$ cat src/design/mtxa_pkg.sv
// Shared types and constants for the mutex slot allocator.
// Holds command and status codes, field widths and the request/result structs.
// No dependencies.
`timescale 1ns / 1ps

package mtxa_pkg;

    localparam int CMD_W  = 2;
    localparam int REF_W  = 8;
    localparam int PID_W  = 22;
    localparam int STAT_W = 2;
    localparam int ID_W   = 8;
    localparam int CNT_W  = 6;

    typedef enum logic [CMD_W-1:0] {
        CMD_ACQUIRE = 2'd0,
        CMD_RELEASE = 2'd1,
        CMD_QUERY   = 2'd2
    } t_cmd;

    typedef enum logic [STAT_W-1:0] {
        ST_OK    = 2'd0,
        ST_FULL  = 2'd1,
        ST_RANGE = 2'd2
    } t_status;

    // Members are listed from the highest bit down, so the first field of the
    // stream word sits in the lowest bits.
    typedef struct packed {
        logic [PID_W-1:0] requester_pid;
        logic [REF_W-1:0] mutex_ref;
        logic [CMD_W-1:0] command;
    } t_request;

    typedef struct packed {
        logic [CNT_W-1:0] busy_count;
        logic [PID_W-1:0] slot_owner;
        logic             slot_busy;
        logic [ID_W-1:0]  granted_id;
        t_status          status;
    } t_result;

endpackage

$ cat src/design/mtxa_find_free.sv
// Priority encoder that finds the lowest free slot in the used-bit vector.
// Depends on nothing but its parameter.
`timescale 1ns / 1ps

module mtxa_find_free #(
    parameter int SLOT_COUNT = 8,
    parameter int SLOT_W     = (SLOT_COUNT > 1) ? $clog2(SLOT_COUNT) : 1
) (
    input  logic [SLOT_COUNT-1:0] i_used,
    output logic                  o_found,
    output logic [SLOT_W-1:0]     o_index
);

    always_comb begin
        o_found = 1'b0;
        o_index = '0;
        // Walk from the top down so the lowest free slot wins.
        for (int i = SLOT_COUNT - 1; i >= 0; i--) begin
            if (!i_used[i]) begin
                o_found = 1'b1;
                o_index = SLOT_W'(i);
            end
        end
    end

endmodule

$ cat src/design/mtxa_slot_table.sv
// Slot state (used bits, owner ids, busy count) and the command logic that
// reads and updates it. Uses mtxa_pkg and mtxa_find_free.
`timescale 1ns / 1ps

module mtxa_slot_table #(
    parameter int SLOT_COUNT = 8,
    parameter int ID_OFFSET  = 5
) (
    input  logic              i_clk,
    input  logic              i_rst_n,
    input  logic              i_exec,
    input  mtxa_pkg::t_request i_req,
    output mtxa_pkg::t_result  o_res
);

    localparam int SLOT_W = (SLOT_COUNT > 1) ? $clog2(SLOT_COUNT) : 1;

    logic [SLOT_COUNT-1:0]        r_used;
    logic [SLOT_COUNT-1:0]        n_used;
    logic [mtxa_pkg::CNT_W-1:0]   r_count;
    logic [mtxa_pkg::CNT_W-1:0]   n_count;
    logic [mtxa_pkg::PID_W-1:0]   r_owner [SLOT_COUNT];

    logic                         free_found;
    logic [SLOT_W-1:0]            free_idx;
    logic                         grant;
    logic [mtxa_pkg::ID_W:0]      rel_diff;
    logic                         rel_ok;
    logic [SLOT_W-1:0]            rel_idx;
    logic                         qry_ok;
    logic [SLOT_W-1:0]            qry_idx;

    mtxa_find_free #(
        .SLOT_COUNT (SLOT_COUNT),
        .SLOT_W     (SLOT_W)
    ) u_find_free (
        .i_used  (r_used),
        .o_found (free_found),
        .o_index (free_idx)
    );

    // Release ids carry the offset; a borrow out of the subtraction means the
    // id lies below the pool.
    assign rel_diff = {1'b0, i_req.mutex_ref} - (mtxa_pkg::ID_W + 1)'(ID_OFFSET);
    assign rel_ok   = !rel_diff[mtxa_pkg::ID_W] &&
                      (rel_diff[mtxa_pkg::ID_W-1:0] < mtxa_pkg::ID_W'(SLOT_COUNT));
    assign rel_idx  = rel_diff[SLOT_W-1:0];
    assign qry_ok   = i_req.mutex_ref < mtxa_pkg::REF_W'(SLOT_COUNT);
    assign qry_idx  = i_req.mutex_ref[SLOT_W-1:0];

    always_comb begin
        n_used           = r_used;
        n_count          = r_count;
        grant            = 1'b0;
        o_res.status     = mtxa_pkg::ST_RANGE;
        o_res.granted_id = '0;
        o_res.slot_busy  = 1'b0;
        o_res.slot_owner = '0;
        case (mtxa_pkg::t_cmd'(i_req.command))
            mtxa_pkg::CMD_ACQUIRE: begin
                o_res.status = mtxa_pkg::ST_FULL;
                if (free_found) begin
                    grant            = 1'b1;
                    n_used[free_idx] = 1'b1;
                    n_count          = r_count + mtxa_pkg::CNT_W'(1);
                    o_res.status     = mtxa_pkg::ST_OK;
                    o_res.granted_id = mtxa_pkg::ID_W'(free_idx) +
                                       mtxa_pkg::ID_W'(ID_OFFSET);
                end
            end
            mtxa_pkg::CMD_RELEASE: begin
                if (rel_ok) begin
                    o_res.status = mtxa_pkg::ST_OK;
                    if (r_used[rel_idx]) begin
                        n_count = r_count - mtxa_pkg::CNT_W'(1);
                    end
                    n_used[rel_idx] = 1'b0;
                end
            end
            mtxa_pkg::CMD_QUERY: begin
                if (qry_ok) begin
                    o_res.status = mtxa_pkg::ST_OK;
                    if (r_used[qry_idx]) begin
                        o_res.slot_busy  = 1'b1;
                        o_res.slot_owner = r_owner[qry_idx];
                    end
                end
            end
            default: begin
            end
        endcase
        o_res.busy_count = n_count;
    end

    always_ff @(posedge i_clk) begin
        if (!i_rst_n) begin
            r_used  <= '0;
            r_count <= '0;
        end else if (i_exec) begin
            r_used  <= n_used;
            r_count <= n_count;
        end
    end

    // A released slot keeps its old owner; it is masked by the used bit.
    always_ff @(posedge i_clk) begin
        if (i_exec && grant) begin
            r_owner[free_idx] <= i_req.requester_pid;
        end
    end

    a_count_matches_bits : assert property (@(posedge i_clk) disable iff (!i_rst_n)
        r_count == mtxa_pkg::CNT_W'($countones(r_used)))
        else $error("busy count disagrees with the used bits");

    a_count_bounded : assert property (@(posedge i_clk) disable iff (!i_rst_n)
        r_count <= mtxa_pkg::CNT_W'(SLOT_COUNT))
        else $error("busy count exceeds the pool size");

    a_full_only_when_all_used : assert property (@(posedge i_clk) disable iff (!i_rst_n)
        (i_exec && o_res.status == mtxa_pkg::ST_FULL) |-> (&r_used))
        else $error("pool reported full while a slot is free");

endmodule

$ cat src/design/hw_mutex_slot_allocator_core.sv
// Top level of the mutex slot allocator: stream ports, input register and
// result register around the slot table. Uses mtxa_pkg and mtxa_slot_table.
`timescale 1ns / 1ps

// The allocator takes one command transfer per clock cycle on the slave
// stream while the master side takes results, and returns exactly one result
// transfer per command on the master stream, in order. A command waits in the
// input register, where the slot table decodes it, finds the lowest free
// slot with a priority encoder and updates its used bits, owner ids and busy
// count; the result is captured in the output register at the same edge that
// writes that state. Because the state is written at that edge, the next
// command sees it immediately and the sustained rate is one command per
// cycle as long as the master side takes results. Back pressure from
// m_axis_tready stalls both registers together; the input register still
// accepts a new command while it is empty, even if a finished result waits.
// Acquire returns the granted slot plus ID_OFFSET, release expects that
// offset id, and query takes the raw slot index. Reset empties the pool and
// clears the busy count; no clearing pass is needed.

module hw_mutex_slot_allocator_core #(
    parameter int SLOT_COUNT = 8,
    parameter int ID_OFFSET  = 5
) (
    input  logic        i_clk,
    input  logic        i_rst_n,
    input  logic        s_axis_tvalid,
    output logic        s_axis_tready,
    // Fields from bit 0 up: command[1:0], mutex_ref[9:2], requester_pid[31:10].
    input  logic [31:0] s_axis_tdata,
    output logic        m_axis_tvalid,
    input  logic        m_axis_tready,
    // Fields from bit 0 up: status[1:0], granted_id[9:2], slot_busy[10],
    // slot_owner[32:11], busy_count[38:33], zero fill[39].
    output logic [39:0] m_axis_tdata
);

    logic               r_in_valid;
    mtxa_pkg::t_request r_in;
    logic               r_out_valid;
    mtxa_pkg::t_result  r_out;

    mtxa_pkg::t_result  step_res;
    logic               advance;
    logic               exec;

    // The result register can load when it is empty or being drained.
    assign advance       = !r_out_valid || m_axis_tready;
    assign exec          = r_in_valid && advance;
    assign s_axis_tready = !r_in_valid || advance;

    mtxa_slot_table #(
        .SLOT_COUNT (SLOT_COUNT),
        .ID_OFFSET  (ID_OFFSET)
    ) u_slot_table (
        .i_clk   (i_clk),
        .i_rst_n (i_rst_n),
        .i_exec  (exec),
        .i_req   (r_in),
        .o_res   (step_res)
    );

    always_ff @(posedge i_clk) begin
        if (!i_rst_n) begin
            r_in_valid  <= 1'b0;
            r_out_valid <= 1'b0;
        end else begin
            if (s_axis_tready) begin
                r_in_valid <= s_axis_tvalid;
            end
            if (advance) begin
                r_out_valid <= r_in_valid;
            end
        end
    end

    always_ff @(posedge i_clk) begin
        if (s_axis_tvalid && s_axis_tready) begin
            r_in <= mtxa_pkg::t_request'(s_axis_tdata);
        end
        if (exec) begin
            r_out <= step_res;
        end
    end

    assign m_axis_tvalid = r_out_valid;
    assign m_axis_tdata  = {1'b0, r_out};

    // A new result can only appear after a command sat in the input register.
    a_result_has_command : assert property (@(posedge i_clk) disable iff (!i_rst_n)
        $rose(r_out_valid) |-> $past(r_in_valid))
        else $error("result appeared without a pending command");

endmodule
$ cat config.mk
export PLATFORM = sky130hd
export DESIGN_NAME = hw_mutex_slot_allocator_core
export DESIGN_NICKNAME = d
export VERILOG_FILES = /design/src/design/mtxa_pkg.sv /design/src/design/mtxa_find_free.sv /design/src/design/mtxa_slot_table.sv /design/src/design/hw_mutex_slot_allocator_core.sv
export SDC_FILE = /design/constraint.sdc
export NUM_CORES = 1
export LEC_CHECK = 0
export BUFFER_PORTS_ARGS = -buffer_cell sky130_fd_sc_hd__buf_2
export CAP_MARGIN = 0
export CORE_ASPECT_RATIO = 1.2
export CORE_MARGIN = 1.5
export CORE_UTILIZATION = 40
export CTS_BUF_LIST = sky130_fd_sc_hd__clkbuf_8
export DETAILED_ROUTE_END_ITERATION = 10
export PLACE_DENSITY = 0.63
export SETUP_SLACK_MARGIN = 0.4
export SLEW_MARGIN = 20
export SYNTH_ARGS = -nofsm -noshare
export SYNTH_HDL_FRONTEND = slang
export SYNTH_HIERARCHICAL = 1
export SYNTH_SLANG_ARGS = --single-unit
export TNS_END_PERCENT = 10
$ cat constraint.sdc
create_clock -name i_clk -period 9.2 [get_ports i_clk]
set_input_delay 1.84 -clock i_clk [delete_from_list [all_inputs] [get_ports i_clk]]
set_output_delay 1.84 -clock i_clk [all_outputs]
set_load 0.05 [all_outputs]
Word level (Yosys, flattened, before mapping) --
Memories as Yosys holds them, arrays and structs flattened. A register that Yosys moved wholly into a read port is not among the register bits. Index checks and enable logic that the tools add are counted.
Word-level totals: output and inout port bits 42, logic and storage cells 88, memories kept 1, bits in registers 61, bits in writable memories 176
Operators by class: reductions and logical operators 18, mux-type cells 40, bitwise logic cells 3, equality and inequality tests 4, order comparisons 7, add/subtract/negate cells 4
Memories:
- u_slot_table.r_owner | words 8, bits a word 22, rd ports 1, clocked after Yosys merged registers in 1, write ports 1, line mtxa_slot_table.sv:22 | logic [mtxa_pkg::PID_W-1:0] r_owner [SLOT_COUNT];
Operators with widths (count):
- $mux W3 | 8
- $mux W1 | 18
- $mux W6 | 3
- $lt A8 B4 Y1 const B | 2
- $mux W8 | 2
- $pmux W8 S2 | 1
- $lt A3 B4 Y1 const B | 3
- $pmux W6 S2 | 1
- $sub A8 B3 Y9 const B | 1
- $and A8 B8 Y8 | 1
- $not A8 Y8 | 1
- $or A8 B8 Y8 | 1
- $add A6 B1 Y6 const B | 1
- $bmux W1 S3 | 2
- $demux W1 S3 | 2
- $ge A3 B1 Y1 const B | 2
- $logic_and A1 B1 Y1 | 6
- $pmux W2 S3 | 1
- $sub A6 B1 Y6 const B | 1
- $add A3 B3 Y4 const B | 1
- $logic_not A1 Y1 | 4
- $mux W2 | 2
- $ne A2 B1 Y1 const B | 2
- $reduce_and A2 Y1 | 2
- 7 further kinds | 8

Longest topological paths before layout --
depth after elaboration 15, mapped depth 11

Hierarchy --
Netlist, hierarchy kept.
Modules (own cells, without submodules):
- mtxa_slot_table | area each 8008.9 µm², sequential area each 5565.3 µm², times used 1, cells an instance 450
- hw_mutex_slot_allocator_core | area each 2247.2 µm², sequential area each 2172.1 µm², times used 1, cells an instance 82
- mtxa_find_free | area each 78.8 µm², sequential area each 0.0 µm², times used 1, cells an instance 16

Worst setup path before layout --
Ideal clock, no wire load.
path kind input -> register, start in m_axis_tready, end reg u_slot_table.r_used[0], cell stages on the path 8, setup slack 2.445 ns, arrival time 6.690 ns, required time 9.135 ns, cell sequence nor2b_4 -> nor2b_1 -> nor2b_1 -> and2_1 -> nand2_1 -> or2_2 -> nor3_1 -> o221a_2
Between the ends: longest elaborated chain between the ends 3
RTL lines:
- from (decl) | line hw_mutex_slot_allocator_core.sv:31 | input logic m_axis_tready,
- $logic_or A1 B1 Y1 | line hw_mutex_slot_allocator_core.sv:47 | assign advance = !r_out_valid || m_axis_tready;
- $logic_and A1 B1 Y1 | line hw_mutex_slot_allocator_core.sv:48 | assign exec = r_in_valid && advance;
- net exec | line hw_mutex_slot_allocator_core.sv:44 | logic exec;
- $reduce_and A4 Y1 (no line)
- to (signal assigned) | line mtxa_slot_table.sv:100 | r_used <= n_used;
- to (decl) | line mtxa_slot_table.sv:18 | logic [SLOT_COUNT-1:0] r_used;
The timed path passes the listed nets, and every way through them passes these cells. A chain may end at the register's enable or synchronous reset.

Worst setup path in the final report --
start in m_axis_tready, end mem u_slot_table/r_owner[0][19] (netlist name), enable pin
Between the ends: longest elaborated chain between the ends 5
RTL lines:
- $logic_or A1 B1 Y1 | line hw_mutex_slot_allocator_core.sv:47
- $logic_and A1 B1 Y1 | line hw_mutex_slot_allocator_core.sv:48
- net exec | line hw_mutex_slot_allocator_core.sv:44
- $logic_and A1 B1 Y1 | line mtxa_slot_table.sv:107 | if (i_exec && grant) begin
- $mux W1 | line mtxa_slot_table.sv:107
- $mux W1 (not written as such) | line mtxa_slot_table.sv:108 | r_owner[free_idx] <= i_req.requester_pid;
- to (decl) | line mtxa_slot_table.sv:22
The timed path passes the listed nets, and every way through them passes these cells.

==> run_summary.xml <==
<?xml version="1.0" encoding="UTF-8"?>
<metrics>
  <group name="power_and_ir_drop">
    <metric name="total_leakage_power" unit="uW">0.00419</metric>
    <metric name="power" unit="uW">2390</metric>
    <metric name="power.ir.vdd_worst" unit="mV">0.0832</metric>
    <metric name="power.density_cell_area" unit="mW/mm^2">201</metric>
  </group>
  <group name="grt">
    <metric name="largest_net_degree_at_the_start_of_global_routing" unit="">58</metric>
    <metric name="overflow" unit="">0</metric>
    <metric name="grt_pass1_vias" unit="">5476</metric>
    <metric name="global_route_wire_length_before_repair" unit="microns">29600</metric>
    <metric name="antenna_found_initial" unit="">0</metric>
    <metric name="groute.usage.overall" unit="%">14.8</metric>
  </group>
  <group name="logic_synthesis">
    <metric name="synth_area_per_cell" unit="sq um">18.9</metric>
    <metric name="synth_edf_count" unit="">247</metric>
    <metric name="postSynthCellCount" unit="">548</metric>
    <metric name="synth_area" unit="sq mm">0.0103</metric>
    <metric name="ys_types" unit="">57</metric>
    <metric name="synth_top_flop_cell" unit="">sky130_fd_sc_hd__edfxtp_1</metric>
    <metric name="postSynth.asyncResetShare" unit="%">0</metric>
    <metric name="synth_sequential_area_ratio" unit="%">74.9</metric>
    <metric name="ys_seq_elements" unit="">263</metric>
    <metric name="total_number_of_yosys_warnings" unit="">6</metric>
  </group>
  <group name="floorplan">
    <metric name="pin_count" unit="">78</metric>
    <metric name="floorplan.die.height" unit="microns">179</metric>
    <metric name="starting_density_of_the_core" unit="%">40.6</metric>
    <metric name="coreArea" unit="sq mm">0.0255</metric>
    <metric name="floorplan.die_area" unit="sq mm">0.0268</metric>
    <metric name="chipWidth" unit="microns">150</metric>
    <metric name="num_rows" unit="">64</metric>
  </group>
  <group name="sta">
    <metric name="totalNegativeSetupSlack" unit="ns">0</metric>
    <metric name="timing.final.max_slew_violations" unit="">0</metric>
    <metric name="timing_hold_violations_final" unit="">0</metric>
    <metric name="hold_slack" unit="ns">0.515</metric>
    <metric name="worst_slew_pin_tran" unit="ns">1.04</metric>
    <metric name="timing.max_slew.rel_slack" unit="%">30.6</metric>
    <metric name="final.setup_skew" unit="ns">0.0229</metric>
    <metric name="timing.fmax" unit="MHz">226</metric>
    <metric name="final-setup-viol-count" unit="">0</metric>
    <metric name="rsz0062_at_grt" unit="">no</metric>
    <metric name="layout_min_cycle_time" unit="ns">4.42</metric>
    <metric name="min_period_over_period" unit="%">48.1</metric>
  </group>
  <group name="worst_setup_path">
    <metric name="crit_slowest_cell" unit="">sky130_fd_sc_hd__nor3_2</metric>
    <metric name="worstPathBufferInverterCount" unit="">3</metric>
    <metric name="timing.critical_path.slowest_cell_delay" unit="ns">0.57</metric>
    <metric name="cpLargestDelayFamily" unit="">simple AND/OR/NAND/NOR gates</metric>
    <metric name="end_kind" unit="">register</metric>
    <metric name="critical_path.startpoint_type" unit="">input port</metric>
    <metric name="required" unit="ns">9.41</metric>
    <metric name="crit_fanout" unit="">44</metric>
    <metric name="worstSetupPathType" unit="">input port to register</metric>
    <metric name="cp.arrival" unit="ns">4.63</metric>
    <metric name="critical_path.cell_chain" unit="">buf_2, nor2b_4, nor2b_4, buf_4, nor2b_1, and2_1, nand2_1, or2_2, nor3_2, buf_4</metric>
  </group>
  <group name="layout">
    <metric name="final_cell_mix" unit="">sky130_fd_sc_hd__edfxtp_1, sky130_fd_sc_hd__buf_2, sky130_fd_sc_hd__clkbuf_8, sky130_fd_sc_hd__mux4_2, sky130_fd_sc_hd__nor2_1</metric>
    <metric name="area_delta_synth_final" unit="%">15.4</metric>
    <metric name="layout.cells.most_common" unit="">sky130_fd_sc_hd__edfxtp_1</metric>
    <metric name="utilization" unit="%">46.8</metric>
    <metric name="post_route_cells_drive_above_1_share" unit="%">31.0</metric>
    <metric name="antenna_cells" unit="">0</metric>
    <metric name="final_net_count" unit="">694</metric>
  </group>
  <group name="outcome">
    <metric name="run_status" unit="">finished clean</metric>
  </group>
  <group name="clock_tree">
    <metric name="cts-htree-levels" unit="">2</metric>
    <metric name="clk_latency" unit="ns">0.54</metric>
    <metric name="cts_resized" unit="">0</metric>
    <metric name="cts-root-to-sink-buffers" unit="">3</metric>
    <metric name="cts_post_setup_buffers_inserted" unit="">0</metric>
    <metric name="clock_tree.root_cell" unit="">sky130_fd_sc_hd__clkbuf_8</metric>
    <metric name="clock_tree_from_tritoncts" unit="">done</metric>
    <metric name="clock_sink_count" unit="">263</metric>
    <metric name="cts_inserted_buffers" unit="">42</metric>
    <metric name="hold_buffers" unit="">0</metric>
    <metric name="clk_pin_slew_worst_paths" unit="ns">0.06</metric>
  </group>
  <group name="routing">
    <metric name="routed_wirelength" unit="microns">19100</metric>
    <metric name="drc" unit="">0</metric>
    <metric name="via_per_inst" unit="">5.13</metric>
    <metric name="detailedRoute.firstIterationViolations" unit="">314</metric>
    <metric name="drt-wirelength-per-cell" unit="microns">18.8</metric>
    <metric name="drt_pass1_iterations" unit="">4</metric>
    <metric name="detail-route-antenna-nets" unit="">0</metric>
    <metric name="route.vias.total" unit="">5208</metric>
  </group>
  <group name="job">
    <metric name="max_cap_viol_count" unit="">0</metric>
  </group>
  <group name="worst_hold_path">
    <metric name="hp-class" unit="">register to register</metric>
  </group>
  <group name="placement">
    <metric name="hpwlAfterDp" unit="microns">11300</metric>
    <metric name="gp_congestion" unit="">0.849</metric>
    <metric name="placement.io_buffers" unit="">76</metric>
  </group>
</metrics>
-- registers in the layout, summed over array words and instances (netlist names) --
signal / flops
m_axis_tdata: 39
u_slot_table/r_count: 6
r_in_valid: 1
u_slot_table/r_owner: 176
u_slot_table/r_used: 8
m_axis_tvalid: 1
r_in: 32
-- report_power, final --
group | switching, uW | internal [uW]
logic | 76.3 | 46.3
clock network | 434 | 490
registers | 17.3 | 1330
-- synth_stat cells (6+ instances only) --
library cell	number	area share [%]
sky130_fd_sc_hd__nand2_1	23	0.84
sky130_fd_sc_hd__inv_1	11	0.40
sky130_fd_sc_hd__clkbuf_1	13	0.47
sky130_fd_sc_hd__nor3_1	6	0.29
sky130_fd_sc_hd__o21a_1	7	0.51
sky130_fd_sc_hd__mux4_2	46	10
sky130_fd_sc_hd__nor2_1	41	1.5
sky130_fd_sc_hd__nand3_1	7	0.34
sky130_fd_sc_hd__edfxtp_1	247	72
sky130_fd_sc_hd__nand2b_1	7	0.42
sky130_fd_sc_hd__mux2i_1	30	2.9
sky130_fd_sc_hd__dfxtp_1	16	3.1
sky130_fd_sc_hd__buf_2	7	0.34
-- final cells by class --
| cell class | instances | area [sq um] |
|---|---|---|
| Tap cell | 330 | 413 |
| Sequential cell | 263 | 7740 |
| Fill cell | 2165 | 13500 |
| Multi-Input combinational cell | 247 | 2460 |
| Clock buffer | 46 | 633 |
| Timing Repair Buffer | 89 | 478 |
| Clock inverter | 30 | 156 |
| Inverter | 11 | 41.3 |
-- logic make-up (layout without fill, tap and decap cells) --
group,Yosys count,in the layout,synth area share [%]
XOR/XNOR,7,7,0.775
AND/OR/NAND/NOR,114,114,5.76
buffers and inverters,41,176,1.83
flip-flops,263,263,74.9
multiplexers,77,77,13.1
adder cells (fa/ha/maj),4,4,0.484
other,2,5,0.0727
AO/OA/AOI/OAI,40,40,3.14
-- metal layers --
layer	up-vias	track usage (%)	part of all wire [%]
li1	2386	-	-
met2	151	26.8	52
met5	-	0	0
met4	0	5.60	2.5
met3	43	3.18	4.6
met1	2628	17.2	41
-- stage by stage --
step	std cells	setup WS (ns)	cell area, sq um
6_report	1016	4.78	11900
2_1_floorplan	551	2.45	10300
5_1_grt	1016	4.63	11900
4_1_cts	1016	4.78	11900
3_3_place_gp	940	4.36	11100
3_5_place_dp	940	4.24	11100
-- worst reg2reg max path, delay by kind of cell, from the launching register on --
family                 cells  cell delay (ns)
buffers and inverters      2             0.92
flip-flops                 1             0.46
AND/OR/NAND/NOR            6             1.77
-- worst paths after layout --
path / start / to / slack, ns / cells past startpoint
max: m_axis_tready / u_slot_table/r_owner[0][19]$_DFFE_PP_ / 4.78 / 10
min: u_slot_table/r_count[0]$_SDFFE_PN0P_ / u_slot_table/r_count[0]$_SDFFE_PN0P_ / 0.52 / 2
max reg2reg: r_in_valid$_SDFFE_PN0P_ / u_slot_table/r_owner[0][19]$_DFFE_PP_ / 5.71 / 8
min reg2reg: u_slot_table/r_count[0]$_SDFFE_PN0P_ / u_slot_table/r_count[0]$_SDFFE_PN0P_ / 0.52 / 2
No activity file was read; power rests on OpenSTA's default activity.
